`src/hw/rtl/wfpa_pkg.sv`:
```
// ----------------------------------------------------------------------------
// wfpa_pkg
// Shared types, constants and controller/datapath command codes for the
// worst-fit partition allocator.
// ----------------------------------------------------------------------------
package wfpa_pkg;

  localparam int MaxParts = 64;
  localparam int IdxW     = $clog2(MaxParts);
  localparam int CntW     = $clog2(MaxParts + 1);
  localparam int AddrW    = 48;
  localparam int TagW     = 31;
  localparam int SizeW    = 32;
  localparam int PageW    = 32;
  localparam int DivCntW  = $clog2(SizeW + 1);

  localparam logic [PageW-1:0] PageReset = PageW'(4096);

  // Request operation codes
  localparam logic OP_ALLOC = 1'b0;
  localparam logic OP_FREE  = 1'b1;

  // Result status codes
  localparam logic STAT_DONE    = 1'b0;
  localparam logic STAT_DROPPED = 1'b1;

  // One partition table entry
  typedef struct packed {
    logic             free;
    logic [TagW-1:0]  owner;
    logic [AddrW-1:0] len;
    logic [AddrW-1:0] start;
    logic [IdxW-1:0]  link;
  } entry_t;

  typedef enum logic [4:0] {
    S_IDLE,
    S_AS_EV,
    S_AL_DEC,
    S_DIV,
    S_PAGES,
    S_MUL,
    S_LEN,
    S_CHECK,
    S_GRAB_C,
    S_WR_TAIL,
    S_GRAB_R,
    S_WR_REM,
    S_WR_CH,
    S_FR_RD,
    S_FR_EV,
    S_CO_START,
    S_CO_LOAD,
    S_CO_CHK,
    S_CO_EV,
    S_ST_START,
    S_ST_EV,
    S_DONE
  } state_t;

  typedef enum logic [4:0] {
    ACT_NONE,
    ACT_START,
    ACT_AS_EVAL,
    ACT_AL_DECIDE,
    ACT_DIV_STEP,
    ACT_PAGES,
    ACT_MUL,
    ACT_LEN,
    ACT_CHECK,
    ACT_GRAB_C,
    ACT_WR_TAIL,
    ACT_GRAB_R,
    ACT_WR_REM,
    ACT_WR_CH,
    ACT_FR_RD,
    ACT_FR_EVAL,
    ACT_CO_START,
    ACT_CO_LOAD,
    ACT_CO_RDNEXT,
    ACT_CO_EVAL,
    ACT_ST_START,
    ACT_ST_EVAL,
    ACT_LOAD_OUT
  } act_t;

  typedef struct packed {
    act_t act;
  } cmd_t;

  typedef struct packed {
    logic req_free;
    logic used_zero;
    logic scan_last;
    logic need_div;
    logic div_last;
    logic full;
    logic make_new;
    logic split;
    logic was_empty;
    logic fr_last;
    logic at_tail;
    logic out_busy;
  } stat_t;

endpackage

```
`src/hw/rtl/wfpa_ctrl.sv`:
```
// ----------------------------------------------------------------------------
// wfpa_ctrl
// Sequencer for the allocator: walks scan, divide, split, release, merge and
// statistics phases and issues at most one datapath command per cycle.
// ----------------------------------------------------------------------------
module wfpa_ctrl (
  input  logic            clk,
  input  logic            rst,
  input  logic            req_valid,
  output logic            req_ready,
  input  wfpa_pkg::stat_t stat,
  output wfpa_pkg::cmd_t  cmd
);

  wfpa_pkg::state_t state, state_next;

  // State register
  always_ff @(posedge clk) begin
    if (rst) begin
      state <= wfpa_pkg::S_IDLE;
    end else begin
      state <= state_next;
    end
  end

  // Next state
  always_comb begin
    state_next = state;
    unique case (state)
      wfpa_pkg::S_IDLE: begin
        if (req_valid) begin
          if (stat.req_free) begin
            state_next = wfpa_pkg::S_FR_RD;
          end else if (stat.used_zero) begin
            state_next = wfpa_pkg::S_AL_DEC;
          end else begin
            state_next = wfpa_pkg::S_AS_EV;
          end
        end
      end
      wfpa_pkg::S_AS_EV: begin
        if (stat.scan_last) state_next = wfpa_pkg::S_AL_DEC;
      end
      wfpa_pkg::S_AL_DEC: begin
        state_next = stat.need_div ? wfpa_pkg::S_DIV : wfpa_pkg::S_CHECK;
      end
      wfpa_pkg::S_DIV: begin
        if (stat.div_last) state_next = wfpa_pkg::S_PAGES;
      end
      wfpa_pkg::S_PAGES: state_next = wfpa_pkg::S_MUL;
      wfpa_pkg::S_MUL:   state_next = wfpa_pkg::S_LEN;
      wfpa_pkg::S_LEN:   state_next = wfpa_pkg::S_CHECK;
      wfpa_pkg::S_CHECK: begin
        if (stat.full) begin
          state_next = wfpa_pkg::S_ST_START;
        end else if (stat.make_new) begin
          state_next = wfpa_pkg::S_GRAB_C;
        end else begin
          state_next = stat.split ? wfpa_pkg::S_GRAB_R : wfpa_pkg::S_WR_CH;
        end
      end
      wfpa_pkg::S_GRAB_C: begin
        if (!stat.was_empty) begin
          state_next = wfpa_pkg::S_WR_TAIL;
        end else begin
          state_next = stat.split ? wfpa_pkg::S_GRAB_R : wfpa_pkg::S_WR_CH;
        end
      end
      wfpa_pkg::S_WR_TAIL: begin
        state_next = stat.split ? wfpa_pkg::S_GRAB_R : wfpa_pkg::S_WR_CH;
      end
      wfpa_pkg::S_GRAB_R:   state_next = wfpa_pkg::S_WR_REM;
      wfpa_pkg::S_WR_REM:   state_next = wfpa_pkg::S_WR_CH;
      wfpa_pkg::S_WR_CH:    state_next = wfpa_pkg::S_ST_START;
      wfpa_pkg::S_FR_RD:    state_next = wfpa_pkg::S_FR_EV;
      wfpa_pkg::S_FR_EV: begin
        state_next = stat.fr_last ? wfpa_pkg::S_CO_START : wfpa_pkg::S_FR_RD;
      end
      wfpa_pkg::S_CO_START: begin
        state_next = stat.used_zero ? wfpa_pkg::S_ST_START : wfpa_pkg::S_CO_LOAD;
      end
      wfpa_pkg::S_CO_LOAD: state_next = wfpa_pkg::S_CO_CHK;
      wfpa_pkg::S_CO_CHK: begin
        state_next = stat.at_tail ? wfpa_pkg::S_ST_START : wfpa_pkg::S_CO_EV;
      end
      wfpa_pkg::S_CO_EV: state_next = wfpa_pkg::S_CO_CHK;
      wfpa_pkg::S_ST_START: begin
        state_next = stat.used_zero ? wfpa_pkg::S_DONE : wfpa_pkg::S_ST_EV;
      end
      wfpa_pkg::S_ST_EV: begin
        if (stat.scan_last) state_next = wfpa_pkg::S_DONE;
      end
      wfpa_pkg::S_DONE: begin
        if (!stat.out_busy) state_next = wfpa_pkg::S_IDLE;
      end
      default: state_next = wfpa_pkg::S_IDLE;
    endcase
  end

  // Command outputs
  always_comb begin
    cmd.act   = wfpa_pkg::ACT_NONE;
    req_ready = 1'b0;
    unique case (state)
      wfpa_pkg::S_IDLE: begin
        req_ready = 1'b1;
        if (req_valid) cmd.act = wfpa_pkg::ACT_START;
      end
      wfpa_pkg::S_AS_EV:    cmd.act = wfpa_pkg::ACT_AS_EVAL;
      wfpa_pkg::S_AL_DEC:   cmd.act = wfpa_pkg::ACT_AL_DECIDE;
      wfpa_pkg::S_DIV:      cmd.act = wfpa_pkg::ACT_DIV_STEP;
      wfpa_pkg::S_PAGES:    cmd.act = wfpa_pkg::ACT_PAGES;
      wfpa_pkg::S_MUL:      cmd.act = wfpa_pkg::ACT_MUL;
      wfpa_pkg::S_LEN:      cmd.act = wfpa_pkg::ACT_LEN;
      wfpa_pkg::S_CHECK:    cmd.act = wfpa_pkg::ACT_CHECK;
      wfpa_pkg::S_GRAB_C:   cmd.act = wfpa_pkg::ACT_GRAB_C;
      wfpa_pkg::S_WR_TAIL:  cmd.act = wfpa_pkg::ACT_WR_TAIL;
      wfpa_pkg::S_GRAB_R:   cmd.act = wfpa_pkg::ACT_GRAB_R;
      wfpa_pkg::S_WR_REM:   cmd.act = wfpa_pkg::ACT_WR_REM;
      wfpa_pkg::S_WR_CH:    cmd.act = wfpa_pkg::ACT_WR_CH;
      wfpa_pkg::S_FR_RD:    cmd.act = wfpa_pkg::ACT_FR_RD;
      wfpa_pkg::S_FR_EV:    cmd.act = wfpa_pkg::ACT_FR_EVAL;
      wfpa_pkg::S_CO_START: cmd.act = wfpa_pkg::ACT_CO_START;
      wfpa_pkg::S_CO_LOAD:  cmd.act = wfpa_pkg::ACT_CO_LOAD;
      wfpa_pkg::S_CO_CHK: begin
        if (!stat.at_tail) cmd.act = wfpa_pkg::ACT_CO_RDNEXT;
      end
      wfpa_pkg::S_CO_EV:    cmd.act = wfpa_pkg::ACT_CO_EVAL;
      wfpa_pkg::S_ST_START: cmd.act = wfpa_pkg::ACT_ST_START;
      wfpa_pkg::S_ST_EV:    cmd.act = wfpa_pkg::ACT_ST_EVAL;
      wfpa_pkg::S_DONE: begin
        if (!stat.out_busy) cmd.act = wfpa_pkg::ACT_LOAD_OUT;
      end
      default: cmd.act = wfpa_pkg::ACT_NONE;
    endcase
  end

endmodule

```
`config.mk`:
```
export PLATFORM = sky130hd
export DESIGN_NAME = wfpa_ctrl
export DESIGN_NICKNAME = d
export VERILOG_FILES = /design/src/hw/rtl/wfpa_pkg.sv /design/src/hw/rtl/wfpa_ctrl.sv
export SDC_FILE = /design/constraint.sdc
export NUM_CORES = 1
export LEC_CHECK = 0
export ABC_AREA = 0
export BUFFER_PORTS_ARGS = -buffer_cell sky130_fd_sc_hd__buf_2
export CAP_MARGIN = 10
export CORE_MARGIN = 3
export CORE_UTILIZATION = 50
export DETAILED_ROUTE_END_ITERATION = 16
export GPL_TIMING_DRIVEN = 1
export PLACE_DENSITY = 0.72
export SYNTH_ARGS = -nofsm -noshare
export SYNTH_HDL_FRONTEND = slang
export SYNTH_SLANG_ARGS = --single-unit
```
`constraint.sdc`:
```
create_clock -name clk -period 2.5 [get_ports clk]
set_clock_uncertainty 0.15 [all_clocks]
set_input_delay 0 -clock clk [delete_from_list [all_inputs] [get_ports clk]]
set_output_delay 0 -clock clk [all_outputs]
set_load 0.01 [all_outputs]
```
==> results of run 1 <==
[synthesized netlist by cell type, types with 2 or more instances]
cell type and number:
a21oi_1 16, nor2_1 10, nand2_1 9, o21ai_0 9
clkbuf_1 6, dfxtp_1 5, inv_1 5, a31oi_1 4
buf_2 4, nand2b_1 4, nand3b_1 4, buf_4 3
nand3_1 3, nor4_1 3, o31ai_1 3, a211oi_1 2
nor3_1 2, or3_1 2
[power by group through the flow]
stage | logic (mW) | clock network (mW) | registers [mW]
final | 0.723 | 0.0957 | 0.213
after global routing | 0.809 | 0.108 | 0.222
after CTS | 0.711 | 0.0981 | 0.207
after detailed placement | 0.700 | 0 | 0.208
after global placement | 0.697 | 0 | 0.205
after floorplan | 0.603 | 0 | 0.126
[per-stage QoR]
step                      total power [mW]  instance area [sq um]  setup WS [ns]  cells
final                                 1.03                    980          0.257    159
after global routing                  1.14                    980         0.0676    159
after CTS                             1.02                    972          0.116    159
after detailed placement             0.908                    896          0.414    150
after global placement               0.903                    896          0.487    150
after floorplan                      0.728                    797          0.749    122
[layout make-up]
class / count / area (sq um)
Clock buffer: 4 / 26.3
Fill cell: 132 / 419
Multi-Input combinational cell: 99 / 619
Timing Repair Buffer: 31 / 195
Tap cell: 15 / 18.8
Inverter: 5 / 18.8
Sequential cell: 5 / 101
[cells by family after synthesis]
group,count (synthesis),share of synthesized area
buf+inv,18,0.105
simple gates,49,0.358
xor+xnor,1,0.0110
compound gates,47,0.374
flops,5,0.126
mux,2,0.0267
[per-layer routing]
| layer | vias up | global-route usage | wire length [microns] | part of all wire |
|---|---|---|---|---|
| met4 | 0 | 0.0625 | 0 | 0 |
| met5 | - | 0 | 0 | 0 |
| met1 | 472 | 0.333 | 1030 | 0.44 |
| li1 | 502 | - | - | - |
| met2 | 33 | 0.396 | 1160 | 0.50 |
| met3 | 0 | 0.0711 | 136 | 0.058 |
[final timing paths]
check | depth (start not counted) | slack (ns) | to | start
worst max-delay path | 7 | 0.26 | state[1] | state[2]
worst min-delay path | 5 | 0.07 | state[0] | stat[3]
worst max register to register | 7 | 0.26 | state[1] | state[2]
worst min register to register | 2 | 0.54 | state[4] | state[2]
[repair_timing]
action	4_1_cts	5_1_grt
gates resized for setup	0	2
hold buffers	5	0
setup buffers	0	0
setup endpoints to repair	0	1
hold endpoints to repair	5	0
[critical path, cell delays in order (launching register included)]
cell and delay (ns):
dfxtp_1 0.43, buf_4 0.25, nor4b_2 0.26, o21ai_0 0.17, o31ai_1 0.10, nand2_1 0.07
dlygate4sd3_1 0.55, a31oi_1 0.16
==> reports/qor.yml, run 1 <==
max_freq_mhz: 446
grt_overflow: 0
final.min_clock_period_ns: 2.24
drt_iter0_drc: 53
critPathKind: "reg -> reg"
start_util: 0.570
ios: 21
ant_nets: 0
cts.sinks: 5
rows: 13
clockRootBuffer: "clkbuf_4"
avgSynthCellArea_sq_um: 6.53
status: "finished clean"
finalSetupViolations: 0
layout-drive-gt1-share: 0.257
drc_errors: 0
portBuffers: 20
hold_class: "in -> reg"
drv_cap: 0
synth_area_leaders: "dfxtp_1, a21oi_1, o21ai_0"
firstDrtPassIters: 4
clockBufferDepth: 2
p_seq_frac: 0.206
hold_viol: 0
yosys_warnings: 0
vias_per_cell: 6.33
p_per_area_nw_per_um2: 1050
yosys_register_bits: 5
slew_violations: 0
die_x_microns: 45.9
regMostFlops: "state"
clk_latency_ns: 0.25
async_flop_share: 0
largest_reg_flops: 5
max_slew_margin: 0.652
mostFrequentLayoutCells: "buf_2, a21oi_1, nor2_1"
p_sw_frac: 0.507
grt_usage: 0.251
rsz0062_at_grt: "false"
hpwl_microns: 1640
vdd_drop_max_v: 0.000897
grt_pass1_vias: 911
die_area_sq_um: 2110
syn-cell-area_sq_um: 797
synth_top_area_frac: 0.126
leakage_nw: 0.382
crit_arrival_ns: 2.26
insertedDiodeCount: 0
synth_edf_count: 0
syn2layout_area_growth_pct: 22.9
synth_cell_types: 46
p_clk_frac: 0.093
worstPathMaxFanout: 15
tns_ns: 0
fp.dieH_microns: 45.9
synth_nets: 137
antenna_found_initial: 0
p_sw_uw: 523
netlist_instances: 122
core_area_sq_um: 1400
post_drt_wl_per_cell_microns: 14.6
cts_inserted_buffers: 3
wl_microns: 2330
grt_first_pass_wirelength_microns: 3960
cts_tree: "yes"
start_kind: "flip-flop"
nNetsFinal: 160
fin_util: 0.700
p_int_uw: 508
synthFlopType: "dfxtp_1"
largestRegisters: "state: 5 flops"
ys_seq_area_frac: 0.126
clk_pin_slew_ns: 0.05
mostFrequentLayoutCell: "buf_2"
end_kind: "flip-flop"
globalplace.congestion: 0.862
holdWs_ns: 0.0736
grt_start_max_net_pins: 17
vias: 1007
htree_levels: 1
required_ns: 2.52
synth_top_cell_by_area: "dfxtp_1"
pwr-share-comb: 0.701
tightest_slew_ns: 0.522
finalCritPeriodShare: 0.897
No activity file was read; power rests on OpenSTA's default activity.
==> run 2, diff against run 1 <==
--- a/config.mk
+++ b/config.mk
@@ -5,14 +5,13 @@
 export SDC_FILE = /design/constraint.sdc
 export NUM_CORES = 1
 export LEC_CHECK = 0
-export ABC_AREA = 0
 export BUFFER_PORTS_ARGS = -buffer_cell sky130_fd_sc_hd__buf_2
 export CAP_MARGIN = 10
 export CORE_MARGIN = 3
-export CORE_UTILIZATION = 50
+export CORE_UTILIZATION = 25
 export DETAILED_ROUTE_END_ITERATION = 16
 export GPL_TIMING_DRIVEN = 1
-export PLACE_DENSITY = 0.72
+export PLACE_DENSITY = 0.4
 export SYNTH_ARGS = -nofsm -noshare
 export SYNTH_HDL_FRONTEND = slang
 export SYNTH_SLANG_ARGS = --single-unit
==> run 2 against run 1 <==
Critical path depth unchanged. Sequential share of layout area shrank 0.36 points. Cell count grew 18%. Clock power rose by 4.0%. Hold slack improved by 0.0037 ns. Register-to-register slack got worse by 0.15 ns. Power grew 2.8%. Largest power group unchanged.
==> reports/qor.yml, run 2 (synthesized netlist as in run 1, its figures left out) <==
status: "finished clean"
post_drt_wl_per_cell_microns: 14.8
critPathKind: "reg -> reg"
largestRegisters: "state: 5 flops"
pwr-share-comb: 0.710
firstDrtPassIters: 4
hpwl_microns: 2030
grt_overflow: 0
tns_ns: 0
htree_levels: 1
ios: 21
holdWs_ns: 0.0773
crit_arrival_ns: 2.42
min_path_cells: 5
p_sw_uw: 548
drc_errors: 0
mostFrequentLayoutCells: "buf_2, a21oi_1, nor2_1"
die_area_sq_um: 3900
portBuffers: 20
fp.dieH_microns: 62.5
vias_per_cell: 5.52
wl_microns: 2770
grt_usage: 0.146
max_slew_margin: 0.652
leakage_nw: 0.385
cts_inserted_buffers: 3
clockRootBuffer: "clkbuf_4"
slew_violations: 0
p_sw_frac: 0.517
clockBufferDepth: 2
worstPathMaxFanout: 14
final.min_clock_period_ns: 2.39
mostFrequentLayoutCell: "buf_2"
crit_chain: "buf_4, nor4b_1, o21ai_0, o31ai_1, nand2_1, dlygate4sd3_1, a31oi_1"
cts_tree: "yes"
start_kind: "flip-flop"
required_ns: 2.53
drt_iter0_drc: 44
grt_start_max_net_pins: 20
grt_pass1_vias: 973
grt_first_pass_wirelength_microns: 4600
p_per_area_nw_per_um2: 1040
vdd_drop_max_v: 0.000330
core_area_sq_um: 2900
max_freq_mhz: 419
hold_class: "in -> reg"
hold_viol: 0
antenna_found_initial: 0
p_clk_frac: 0.094
syn2layout_area_growth_pct: 27.3
insertedDiodeCount: 0
layout-drive-gt1-share: 0.255
globalplace.congestion: 0.778
nNetsFinal: 161
critPathMaxStageDelay_ns: 0.55
tightest_slew_ns: 0.522
p_int_uw: 512
rsz0062_at_grt: "false"
clk_latency_ns: 0.25
drv_cap: 0
finalSetupViolations: 0
largest_reg_flops: 5
ff2ff_path_depth: 7
regMostFlops: "state"
rows: 19
end_kind: "flip-flop"
nFillCells: 347
start_util: 0.275
ant_nets: 0
cts.sinks: 5
die_x_microns: 62.5
finalCritPeriodShare: 0.955
p_seq_frac: 0.196
vias: 1033
critPathSlowestCell: "dlygate4sd3_1"
clk_pin_slew_ns: 0.05
run 2: metal layers:
layer,global-route usage,share of wire,up-vias,wire (microns)
li1,-,-,503,-
met1,0.189,0.47,492,1300
met2,0.226,0.45,31,1250
met3,0.0360,0.055,7,151
met4,0.0661,0.023,0,63
met5,0,0,-,0
run 2: critical path: cells and delay by family (launching register included):
family / cells / cell delay (ns)
buffers and inverters: 2 / 0.81
flip-flops: 1 / 0.47
AO/OA/AOI/OAI: 3 / 0.45
AND/OR/NAND/NOR: 2 / 0.43
run 2: power groups by stage:
stage,registers (mW),logic [mW],clock network [mW]
detailed placement,0.206,0.746,0
global route,0.217,0.849,0.106
CTS,0.204,0.757,0.0990
floorplan,0.126,0.603,0
finish,0.208,0.752,0.0995
global placement,0.207,0.748,0
run 2: per-stage QoR:
step                      setup WS, ns  power [mW]  area, sq um  std cells   util
after floorplan                  0.749       0.728          797        122      -
after global placement           0.456       0.955          937        178  0.323
after detailed placement         0.428       0.952          937        178  0.323
after CTS                       0.0366        1.06         1010        187  0.349
after global routing           0.00540        1.17         1010        187  0.350
final                            0.112        1.06         1010        187  0.350
run 2: path summary, 6_finish.rpt:
kind	from	to	slack, ns
max	state[1]	state[1]	0.11
min	stat[3]	state[0]	0.08
max reg2reg	state[1]	state[1]	0.11
min reg2reg	state[2]	state[4]	0.53
run 2: layout make-up:
type / count / area [sq um] / area share
tap: 42 / 52.6 / 0.0518
timing repair buffer: 32 / 203 / 0.200
multi-input combinational: 99 / 613 / 0.604
clock buffer: 4 / 26.3 / 0.0259
inverter: 5 / 18.8 / 0.0185
sequential: 5 / 101 / 0.0999
run 2: what timing repair did:
action                                 in CTS  in global routing
hold buffers                                5                  0
setup endpoints to repair                   0                  1
endpoints found under the hold margin       5                  0
resized for setup                           0                  1
buffers inserted                            0                  0
==> run 3, diff against run 2 <==
--- a/config.mk
+++ b/config.mk
@@ -11,7 +11,6 @@
 export CORE_UTILIZATION = 25
 export DETAILED_ROUTE_END_ITERATION = 16
 export GPL_TIMING_DRIVEN = 1
-export PLACE_DENSITY = 0.4
 export SYNTH_ARGS = -nofsm -noshare
 export SYNTH_HDL_FRONTEND = slang
 export SYNTH_SLANG_ARGS = --single-unit
==> run 3 against run 2 <==
Power rose by 2.1%. Register-to-register slack barely moved. Clock-buffer cell count did not move. Largest cell class unchanged. Critical path depth fell by 1.
==> reports/qor.yml, run 3 (synthesized netlist as in run 1, its figures left out) <==
status: "finished clean"
regMostFlops: "state"
max_freq_mhz: 420
mostFrequentLayoutCell: "buf_2"
postCtsSetupBuffers: 0
worstReg2RegEnd: "state[1]"
r2r_start: "state[4]"
worstPathMaxFanout: 11
p_int_uw: 529
rows: 19
firstDrtPassIters: 4
portBuffers: 20
p_sw_frac: 0.512
fp.dieH_microns: 62.5
layout-drive-gt1-share: 0.276
finalCritPeriodShare: 0.953
critPathSlowestCell: "dlygate4sd3_1"
critPathKind: "reg -> reg"
final.min_clock_period_ns: 2.38
drt_iter0_drc: 42
dp.cells: 178
grt_start_max_net_pins: 17
crit_arrival_ns: 2.37
clockRootBuffer: "clkbuf_4"
p_per_area_nw_per_um2: 1050
drc_errors: 0
clk_latency_ns: 0.25
drv_cap: 0
vdd_drop_max_v: 0.000342
globalplace.congestion: 0.834
cts.sinks: 5
wl_microns: 2620
grt_overflow: 0
max_slew_margin: 0.753
die_x_microns: 62.5
hpwl_microns: 1930
finalSetupViolations: 0
vias: 1001
required_ns: 2.48
critPathMaxStageDelay_ns: 0.56
hold_class: "in -> reg"
largestRegisters: "state: 5 flops"
clk_pin_slew_ns: 0.05
cts_tree: "yes"
grt_pass1_vias: 932
crit_chain: "or3b_1, a2111oi_1, a211o_2, a211o_1, a31oi_1, dlygate4sd3_1"
tns_ns: 0
nNetsFinal: 161
start_util: 0.275
ant_nets: 0
critPathBufInv: 1
end_kind: "flip-flop"
rsz0062_at_grt: "false"
largest_reg_flops: 5
holdWs_ns: 0.0994
syn2layout_area_growth_pct: 28.9
place_worst_setup_slack_ns: 0.457
insertedDiodeCount: 0
critical-path-top-delay-family: "compound AO/OA/AOI/OAI gates"
ios: 21
fin_cells: 187
slew_violations: 0
ff2ff_path_depth: 6
antenna_found_initial: 0
p_sw_uw: 554
min_to: "state[0]"
vias_per_cell: 5.35
clockBufferDepth: 2
grt_usage: 0.139
fin_util: 0.354
pwr-share-comb: 0.722
cts_inserted_buffers: 3
hold_viol: 0
mostFrequentLayoutCells: "buf_2, a21oi_1, nor2_1"
grt_first_pass_wirelength_microns: 4480
p_clk_frac: 0.091
leakage_nw: 0.394
die_area_sq_um: 3900
hp-start: "stat[3]"
min_path_cells: 5
post_drt_wl_per_cell_microns: 14.0
tightest_slew_ns: 0.365
setup_slack_ns: 0.117
htree_levels: 1
p_seq_frac: 0.187
r2r_setup_slack_ns: 0.12
core_area_sq_um: 2900
start_kind: "flip-flop"
run 3: per-layer routing:
layer	share of wire	GRT usage
met1	0.48	0.196
met2	0.44	0.205
met3	0.066	0.0396
met4	0.014	0.0331
met5	0	0
run 3: how the worst max path moves through the flow:
stage	start	to	cells past startpoint
3_3_place_gp	state[4]	state[2]	6
4_1_cts	state[3]	state[1]	7
3_5_place_dp	state[4]	state[2]	6
5_1_grt	state[4]	state[1]	6
6_report	state[4]	state[1]	6
2_1_floorplan	state[2]	state[0]	6
run 3: what timing repair did:
item | in CTS | in global routing
endpoints found under the setup margin | 0 | 1
hold buffers | 5 | 0
hold endpoints to repair | 5 | 0
gates resized for setup | 0 | 5
run 3: final cells by class:
cell class | count | area [sq um]
Tap cell | 42 | 52.6
Clock buffer | 4 | 26.3
Multi-Input combinational cell | 99 | 622
Inverter | 5 | 18.8
Sequential cell | 5 | 105
Fill cell | 325 | 1870
Timing Repair Buffer | 32 | 203
run 3: tightest hold or removal path, delay by kind of cell:
kind | cells | cell delay [ns]
AOI/OAI and AO/OA | 1 | 0.07
and+or+nand+nor | 3 | 0.31
buffers and inverters | 1 | 0.09
run 3: power groups by stage:
stage	clock (mW)	sequential [mW]	combinational [mW]
2_1_floorplan	0	0.126	0.603
3_3_place_gp	0	0.193	0.737
3_5_place_dp	0	0.194	0.747
4_1_cts	0.0997	0.193	0.766
5_1_grt	0.110	0.212	0.872
6_report	0.0987	0.202	0.782
run 3: through the flow:
step | area, sq um | power (mW)
detailed placement | 937 | 0.941
global placement | 937 | 0.929
finish | 1030 | 1.08
CTS | 1010 | 1.06
floorplan | 797 | 0.728
global route | 1030 | 1.19
